File: src/gchg_pkg.sv
package gchg_pkg;

	localparam int DATA_W          = 32;
	localparam int OP_W            = 2;
	localparam int MAX_DENOMS_DEF  = 32;

	localparam logic [OP_W-1:0] OP_APPEND   = 2'd0;
	localparam logic [OP_W-1:0] OP_WITHDRAW = 2'd1;
	localparam logic [OP_W-1:0] OP_CLEAR    = 2'd2;

	typedef enum logic [3:0] {
		ST_IDLE,
		ST_SORT_RDI,
		ST_SORT_LDI,
		ST_SORT_RDJ,
		ST_SORT_CMP,
		ST_SWAP_A,
		ST_SWAP_B,
		ST_DIV_RD,
		ST_DIV_CHK,
		ST_DIV_WAIT,
		ST_OUT_RD,
		ST_OUT_LD,
		ST_OUT_WAIT
	} state_t;

	typedef struct packed {
		logic              done;
		logic [DATA_W-1:0] quot;
		logic [DATA_W-1:0] rem;
	} div_res_t;

endpackage

File: src/greedy_change_dispenser_unit.sv
// greedy change dispenser
// input channel (in_valid/in_ready) takes one item: op, denom_value, amount.
// op append stores a nonzero note value into the table (dropped when full),
// op clear empties the table, op withdraw pays out amount greedily.
// a withdraw produces one output item per stored denomination, largest first,
// with note_count, the final remainder, exact and last on the final item;
// an empty table gives a single item with zero denomination and count.
// append and clear complete in the idle state. a withdraw first runs a selection
// sort of the table, largest first, then per denomination a division on the
// shared 32-step restoring divider (skipped when the remaining amount is below
// the denomination), then emits the output items.
// in_ready is low from the accepted withdraw until its last item is taken.
// when out_ready is low the output item holds and the sequencer waits.
// reset clears the table fill count and the control state; table contents
// are not cleared, only entries below the fill count are ever read.
module greedy_change_dispenser_unit #(
	parameter int MAX_DENOMS = gchg_pkg::MAX_DENOMS_DEF
) (
	input  logic                          clk,
	input  logic                          arst_n,
	input  logic                          in_valid,
	output logic                          in_ready,
	input  logic [gchg_pkg::OP_W-1:0]     op,
	input  logic [gchg_pkg::DATA_W-1:0]   denom_value,
	input  logic [gchg_pkg::DATA_W-1:0]   amount,
	output logic                          out_valid,
	input  logic                          out_ready,
	output logic [gchg_pkg::DATA_W-1:0]   denomination,
	output logic [gchg_pkg::DATA_W-1:0]   note_count,
	output logic [gchg_pkg::DATA_W-1:0]   remainder,
	output logic                          exact,
	output logic                          last
);
	import gchg_pkg::*;

	localparam int CW = $clog2(MAX_DENOMS + 1);
	localparam int IW = (MAX_DENOMS > 1) ? $clog2(MAX_DENOMS) : 1;

	state_t state_q, state_d;

	logic [DATA_W-1:0] tbl_mem [MAX_DENOMS];
	logic [DATA_W-1:0] cnt_mem [MAX_DENOMS];
	logic [DATA_W-1:0] trd_q;
	logic [DATA_W-1:0] crd_q;

	logic [CW-1:0]     count_q;
	logic [CW-1:0]     i_q;
	logic [CW-1:0]     j_q;
	logic [CW-1:0]     best_idx_q;
	logic [DATA_W-1:0] val_i_q;
	logic [DATA_W-1:0] best_q;
	logic [DATA_W-1:0] rest_q;

	logic [DATA_W-1:0] den_q;
	logic [DATA_W-1:0] ncnt_q;
	logic [DATA_W-1:0] rem_out_q;
	logic              exact_q;
	logic              last_q;

	logic              tbl_we;
	logic [IW-1:0]     tbl_waddr;
	logic [DATA_W-1:0] tbl_wdata;
	logic [IW-1:0]     rd_addr;
	logic              cnt_we;
	logic [DATA_W-1:0] cnt_wdata;
	logic              div_start;
	div_res_t          div_res;

	logic              in_acc;
	logic              do_append;
	logic [CW:0]       cnt_ext;
	logic [CW:0]       i_inc;
	logic [CW:0]       i_inc2;
	logic [CW:0]       j_inc;
	logic              skip_div;

	assign in_acc    = in_valid && in_ready;
	assign do_append = in_acc && (op == OP_APPEND) && (denom_value != '0)
		&& (count_q < CW'(MAX_DENOMS));
	assign cnt_ext   = {1'b0, count_q};
	assign i_inc     = {1'b0, i_q} + (CW+1)'(1);
	assign i_inc2    = {1'b0, i_q} + (CW+1)'(2);
	assign j_inc     = {1'b0, j_q} + (CW+1)'(1);
	assign skip_div  = (trd_q == '0) || (rest_q < trd_q);

	gchg_div u_div (
		.clk      (clk),
		.arst_n   (arst_n),
		.start    (div_start),
		.dividend (rest_q),
		.divisor  (trd_q),
		.res      (div_res)
	);

	// next state
	always_comb begin
		state_d = state_q;
		case (state_q)
			ST_IDLE: begin
				if (in_valid && op == OP_WITHDRAW) begin
					if (count_q == '0)
						state_d = ST_OUT_WAIT;
					else if (count_q == CW'(1))
						state_d = ST_DIV_RD;
					else
						state_d = ST_SORT_RDI;
				end
			end
			ST_SORT_RDI: state_d = ST_SORT_LDI;
			ST_SORT_LDI: state_d = ST_SORT_RDJ;
			ST_SORT_RDJ: state_d = ST_SORT_CMP;
			ST_SORT_CMP: begin
				if (j_inc == cnt_ext)
					state_d = ST_SWAP_A;
				else
					state_d = ST_SORT_RDJ;
			end
			ST_SWAP_A: state_d = ST_SWAP_B;
			ST_SWAP_B: begin
				if (i_inc2 == cnt_ext)
					state_d = ST_DIV_RD;
				else
					state_d = ST_SORT_RDI;
			end
			ST_DIV_RD: state_d = ST_DIV_CHK;
			ST_DIV_CHK: begin
				if (skip_div)
					state_d = (i_inc == cnt_ext) ? ST_OUT_RD : ST_DIV_RD;
				else
					state_d = ST_DIV_WAIT;
			end
			ST_DIV_WAIT: begin
				if (div_res.done)
					state_d = (i_inc == cnt_ext) ? ST_OUT_RD : ST_DIV_RD;
			end
			ST_OUT_RD: state_d = ST_OUT_LD;
			ST_OUT_LD: state_d = ST_OUT_WAIT;
			ST_OUT_WAIT: begin
				if (out_ready)
					state_d = last_q ? ST_IDLE : ST_OUT_RD;
			end
			default: state_d = ST_IDLE;
		endcase
	end

	// control outputs
	always_comb begin
		in_ready  = 1'b0;
		out_valid = 1'b0;
		tbl_we    = 1'b0;
		tbl_waddr = i_q[IW-1:0];
		tbl_wdata = best_q;
		rd_addr   = i_q[IW-1:0];
		cnt_we    = 1'b0;
		cnt_wdata = div_res.quot;
		div_start = 1'b0;
		case (state_q)
			ST_IDLE: begin
				in_ready  = 1'b1;
				tbl_we    = do_append;
				tbl_waddr = count_q[IW-1:0];
				tbl_wdata = denom_value;
			end
			ST_SORT_RDJ: rd_addr = j_q[IW-1:0];
			ST_SWAP_A: begin
				tbl_we    = 1'b1;
				tbl_waddr = best_idx_q[IW-1:0];
				tbl_wdata = val_i_q;
			end
			ST_SWAP_B: tbl_we = 1'b1;
			ST_DIV_CHK: begin
				div_start = !skip_div;
				cnt_we    = skip_div;
				cnt_wdata = '0;
			end
			ST_DIV_WAIT: cnt_we = div_res.done;
			ST_OUT_WAIT: out_valid = 1'b1;
			default: ;
		endcase
	end

	always_ff @(posedge clk or negedge arst_n) begin
		if (!arst_n) begin
			state_q <= ST_IDLE;
			count_q <= '0;
		end else begin
			state_q <= state_d;
			if (do_append)
				count_q <= count_q + CW'(1);
			else if (in_acc && op == OP_CLEAR)
				count_q <= '0;
		end
	end

	// table and count memories
	always_ff @(posedge clk) begin
		if (tbl_we)
			tbl_mem[tbl_waddr] <= tbl_wdata;
		if (cnt_we)
			cnt_mem[i_q[IW-1:0]] <= cnt_wdata;
		trd_q <= tbl_mem[rd_addr];
		crd_q <= cnt_mem[rd_addr];
	end

	// sequencer datapath
	always_ff @(posedge clk) begin
		case (state_q)
			ST_IDLE: begin
				i_q       <= '0;
				rest_q    <= amount;
				den_q     <= '0;
				ncnt_q    <= '0;
				rem_out_q <= amount;
				exact_q   <= (amount == '0);
				last_q    <= 1'b1;
			end
			ST_SORT_LDI: begin
				val_i_q    <= trd_q;
				best_q     <= trd_q;
				best_idx_q <= i_q;
				j_q        <= i_inc[CW-1:0];
			end
			ST_SORT_CMP: begin
				if (trd_q > best_q) begin
					best_q     <= trd_q;
					best_idx_q <= j_q;
				end
				j_q <= j_inc[CW-1:0];
			end
			ST_SWAP_B: begin
				if (i_inc2 == cnt_ext)
					i_q <= '0;
				else
					i_q <= i_inc[CW-1:0];
			end
			ST_DIV_CHK: begin
				if (skip_div)
					i_q <= (i_inc == cnt_ext) ? '0 : i_inc[CW-1:0];
			end
			ST_DIV_WAIT: begin
				if (div_res.done) begin
					rest_q <= div_res.rem;
					i_q    <= (i_inc == cnt_ext) ? '0 : i_inc[CW-1:0];
				end
			end
			ST_OUT_LD: begin
				den_q     <= trd_q;
				ncnt_q    <= crd_q;
				rem_out_q <= rest_q;
				exact_q   <= (rest_q == '0);
				last_q    <= (i_inc == cnt_ext);
			end
			ST_OUT_WAIT: begin
				if (out_ready)
					i_q <= i_inc[CW-1:0];
			end
			default: ;
		endcase
	end

	assign denomination = den_q;
	assign note_count   = ncnt_q;
	assign remainder    = rem_out_q;
	assign exact        = exact_q;
	assign last         = last_q;

endmodule

File: src/gchg_div.sv
module gchg_div (
	input  logic                          clk,
	input  logic                          arst_n,
	input  logic                          start,
	input  logic [gchg_pkg::DATA_W-1:0]   dividend,
	input  logic [gchg_pkg::DATA_W-1:0]   divisor,
	output gchg_pkg::div_res_t            res
);
	import gchg_pkg::*;

	localparam int CNT_W = $clog2(DATA_W + 1);

	logic [DATA_W-1:0] quo_q;
	logic [DATA_W-1:0] rem_q;
	logic [DATA_W-1:0] dvs_q;
	logic [CNT_W-1:0]  cnt_q;
	logic              busy_q;
	logic              done_q;
	logic [DATA_W:0]   r_shift;
	logic [DATA_W:0]   diff;

	// one quotient bit per cycle, restoring
	assign r_shift = {rem_q, quo_q[DATA_W-1]};
	assign diff    = r_shift - {1'b0, dvs_q};

	always_ff @(posedge clk or negedge arst_n) begin
		if (!arst_n) begin
			busy_q <= 1'b0;
			done_q <= 1'b0;
			cnt_q  <= '0;
		end else begin
			done_q <= 1'b0;
			if (start) begin
				busy_q <= 1'b1;
				cnt_q  <= '0;
			end else if (busy_q) begin
				if (cnt_q == CNT_W'(DATA_W - 1)) begin
					busy_q <= 1'b0;
					done_q <= 1'b1;
				end
				cnt_q <= cnt_q + CNT_W'(1);
			end
		end
	end

	always_ff @(posedge clk) begin
		if (start) begin
			quo_q <= dividend;
			rem_q <= '0;
			dvs_q <= divisor;
		end else if (busy_q) begin
			if (!diff[DATA_W]) begin
				rem_q <= diff[DATA_W-1:0];
				quo_q <= {quo_q[DATA_W-2:0], 1'b1};
			end else begin
				rem_q <= r_shift[DATA_W-1:0];
				quo_q <= {quo_q[DATA_W-2:0], 1'b0};
			end
		end
	end

	assign res.done = done_q;
	assign res.quot = quo_q;
	assign res.rem  = rem_q;

endmodule

File: config.mk
export PLATFORM = sky130hd
export DESIGN_NAME = greedy_change_dispenser_unit
export DESIGN_NICKNAME = d
export VERILOG_FILES = /design/src/gchg_pkg.sv /design/src/greedy_change_dispenser_unit.sv /design/src/gchg_div.sv
export SDC_FILE = /design/constraint.sdc
export NUM_CORES = 2
export LEC_CHECK = 0
export BUFFER_PORTS_ARGS = -buffer_cell sky130_fd_sc_hd__buf_2
export CAP_MARGIN = 30
export CELL_PAD_IN_SITES_DETAIL_PLACEMENT = 1
export CELL_PAD_IN_SITES_GLOBAL_PLACEMENT = 1
export CORE_AREA = 10 10 642 329
export DETAILED_ROUTE_END_ITERATION = 10
export DIE_AREA = 0 0 652 339
export GPL_TIMING_DRIVEN = 0
export HOLD_SLACK_MARGIN = 0.15
export MAX_ROUTING_LAYER = met4
export PLACE_DENSITY_LB_ADDON = 0.3
export SKIP_LAST_GASP = 1
export SYNTH_ARGS = -nofsm -noshare
export SYNTH_HDL_FRONTEND = slang
export SYNTH_SLANG_ARGS = --single-unit
export TNS_END_PERCENT = 1
File: constraint.sdc
create_clock -name clk -period 8 [get_ports clk]
set_clock_uncertainty 0.15 [all_clocks]
set_input_delay 1.6 -clock clk [delete_from_list [all_inputs] [get_ports clk]]
set_output_delay 1.6 -clock clk [all_outputs]
set_load 0.01 [all_outputs]
==> flow_summary.ini <==
[outcome]
status = finished, final reports clean

[clocking]
path_clk_slew_ps = 70
cts_root_buf = clkbuf_16
cts_setup_buffers = 0
cts_tree = yes
cts_sinks = 2437
hold_buffers = 0
htree_levels = 4
clk_path_buf_depth = 4
post_cts_resized = 0
worstSkewPairLatency_ps = 880
cts_buffers = 214

[place]
port_buffers = 169
dp_cells = 8458
routabilityCongestion = 0.915
dp_hpwl_mm = 220
pre_cts_slack_ps = 2180

[timing]
timing.final.crit_share_pct = 74.2
hold_viol = 0
fin_tns_setup_ps = 0
setup_slack_ps = 2060
worst_pin_slew_ps = 1150
fmax_mhz = 168
maxSlewHeadroom_pct = 23.3
maxSlewViolCount = 0
finalCriticalPeriod_ps = 5940
rsz0062_at_grt = no
setup_violations = 0

[power_and_ir_drop]
power.density_nw_per_um2 = 430
p_leak_uw = 0.0377
ir_drop_mv = 0.232

[synth]
synth-compound-area-share_pct = 2.05
synth_xor_area_share_pct = 0.558
ys_ff_latch = 2437
yosys_most_used_dff = edfxtp_1
synth_top_family_by_area = multiplexers
seq_area_frac_synth_pct = 74.1
ys_types = 73
synthMuxAreaShare_pct = 13.2
yosys.area_share.simple_pct = 7.16
synth_area_um2 = 97400
synth_area_leaders = edfxtp_1 72%, mux4_2 12%, nand2_1 2.8%, nand3_1 2.1%, dfxtp_1 2.0%
yosys_warnings = 0
syn_area_per_cell_um2 = 17.8
synth_edf_count = 2323
synth_top_cell_by_area = edfxtp_1
synth_nets = 5653
synth_top_cell_area_share_pct = 71.6
async_flop_share_pct = 0.739
synthAdderAreaFrac_pct = 1.37
syn_inst = 5477

[layout]
post-route-util_pct = 56.4
fill_cells = 17800
instances_no_fill = 8881
final_common_cell = edfxtp_1
final_cell_mix = 2323 x edfxtp_1, 718 x nand2_1, 512 x mux4_2
synthToLayoutAreaGrowth_pct = 15.5
drive_above_1_share_pct = 23.4
nets = 6226

[global_routing]
grt_pass1_wl_mm = 447
antenna_found_initial = 13
grt_pass1_vias = 59400
grt.overflow.total = 0
grt_max_degree = 51
grtUsageTotal_pct = 28.9

[critical_path]
end_kind = flip-flop
cp.arrival_ps = 6480
critPathLaunchType = flip-flop
worstPathMaxFanout = 12
required_ps = 8540
worstSetupPathType = flip-flop to flip-flop

[floorplanning]
die-area_um2 = 221000
start_util_pct = 48.9
die_x_um = 652
fp-row-count = 116
io_pins = 170
die_h_um = 339
core_area_um2 = 199000

[route]
ant_nets = 0
routed_wl_mm = 317
drt-initial-drc-count = 8879
via_per_inst = 6.47
route.detailed.drc = 0
first_pass_iters = 6
dr_total_vias = 57500
wl_per_cell_um = 35.7

[worst_hold_path]
hold_class = flip-flop to flip-flop

[run]
max_cap_violations = 0
-- final cells by class --
type / instances / area (µm²) / share of cell area, %
Timing Repair Buffer: 357 / 4420 / 3.93
Tap cell: 2655 / 3320 / 2.95
Multi-Input combinational cell: 2636 / 24300 / 21.6
Buffer: 289 / 1180 / 1.05
Clock buffer: 263 / 5630 / 5.01
Antenna cell: 9 / 22.5 / 0.0200
Clock inverter: 120 / 1060 / 0.944
Inverter: 115 / 432 / 0.384
Sequential cell: 2437 / 72100 / 64.1
-- cells by family after synthesis --
family                     count (synthesis)
and+or+nand+nor                         1554
DFF                                     2437
AOI/OAI and AO/OA                        290
adders and majority gates                106
muxes                                    627
xor gates and xnor gates                  59
buffers and inverters                    404
-- worst paths after layout --
check / cells past startpoint / from / to / slack (ps)
setup / recovery: 12 / state_q[1] / trd_q[13] / 2060
hold / removal: 1 / crd_q[9] / note_count[9] / 350
setup reg to reg: 12 / state_q[1] / trd_q[13] / 2060
hold reg to reg: 1 / crd_q[9] / note_count[9] / 350
max in group asynchronous: 1 / arst_n / u_div.cnt_q[1] / 6750
min in group asynchronous: 1 / arst_n / count_q[1] / 550
-- layer usage --
layer  up-vias  track usage (%)  wire, µm
li1      22700                -         -
met5         -                -         0
met3       627             7.36     36900
met1     30400             39.4    124000
met4         0             9.31     11700
met2      3753             42.8    144000
-- power by group --
part,total [µW],switching [µW],internal [µW]
registers,18600,1160,17500
logic,19400,12700,6740
clock network,10300,4750,5580
-- synth_stat cells (6+ instances only) --
cell type	n
mux4_2	512
nand2b_1	12
dfxtp_1	96
nor2b_1	41
a22oi_1	39
nor2_1	164
clkbuf_1	195
nand2_1	718
nand3_1	416
edfxtp_1	2323
mux2_2	98
ha_1	105
a211oi_1	18
mux2i_1	15
o21a_1	12
a31oi_1	6
o21ai_0	41
xnor2_1	27
a21oi_1	69
a21o_1	32
o211ai_1	11
and3_1	9
and2_1	44
buf_2	58
nand3b_1	6
xor2_1	30
nor3_1	50
buf_1	33
inv_1	114
nor4_1	36
a221o_1	9
dfrtp_1	18
nand4_1	32
or2_2	8
-- through the flow --
| step | hold slack [ps] | power [µW] | cell area (µm²) |
|---|---|---|---|
| finish | 354 | 48400 | 112000 |
| global route | 365 | 50100 | 112000 |
| CTS | 357 | 47700 | 112000 |
| detailed placement | 342 | 37400 | 105000 |
| global placement | 339 | 35300 | 102000 |
| floorplan | 304 | 28600 | 97400 |
-- worst max-delay path, cell delays in order (launching register included) --
cell and delay [ps]:
dfrtp_1 480, nand2_1 300, nor3_1 470, buf_2 380, mux2i_1 650, clkbuf_1 630
clkbuf_2 860, buf_2 560, mux4_2 600, nand2_1 180, nand3_1 130, nand3_1 150
nand2_1 180
-- sequential cells by signal (all words and copies together) (netlist names), 32 cells and up --
| name | flops |
|---|---|
| u_div.dvs_q | 32 |
| rest_q | 32 |
| crd_q | 32 |
| denomination | 32 |
| tbl_mem | 1024 |
| u_div.rem_q | 32 |
| best_q | 32 |
| trd_q | 32 |
| cnt_mem | 1024 |
| val_i_q | 32 |
| note_count | 32 |
| remainder | 32 |
| u_div.quo_q | 32 |
No activity file was read; power rests on OpenSTA's default activity.
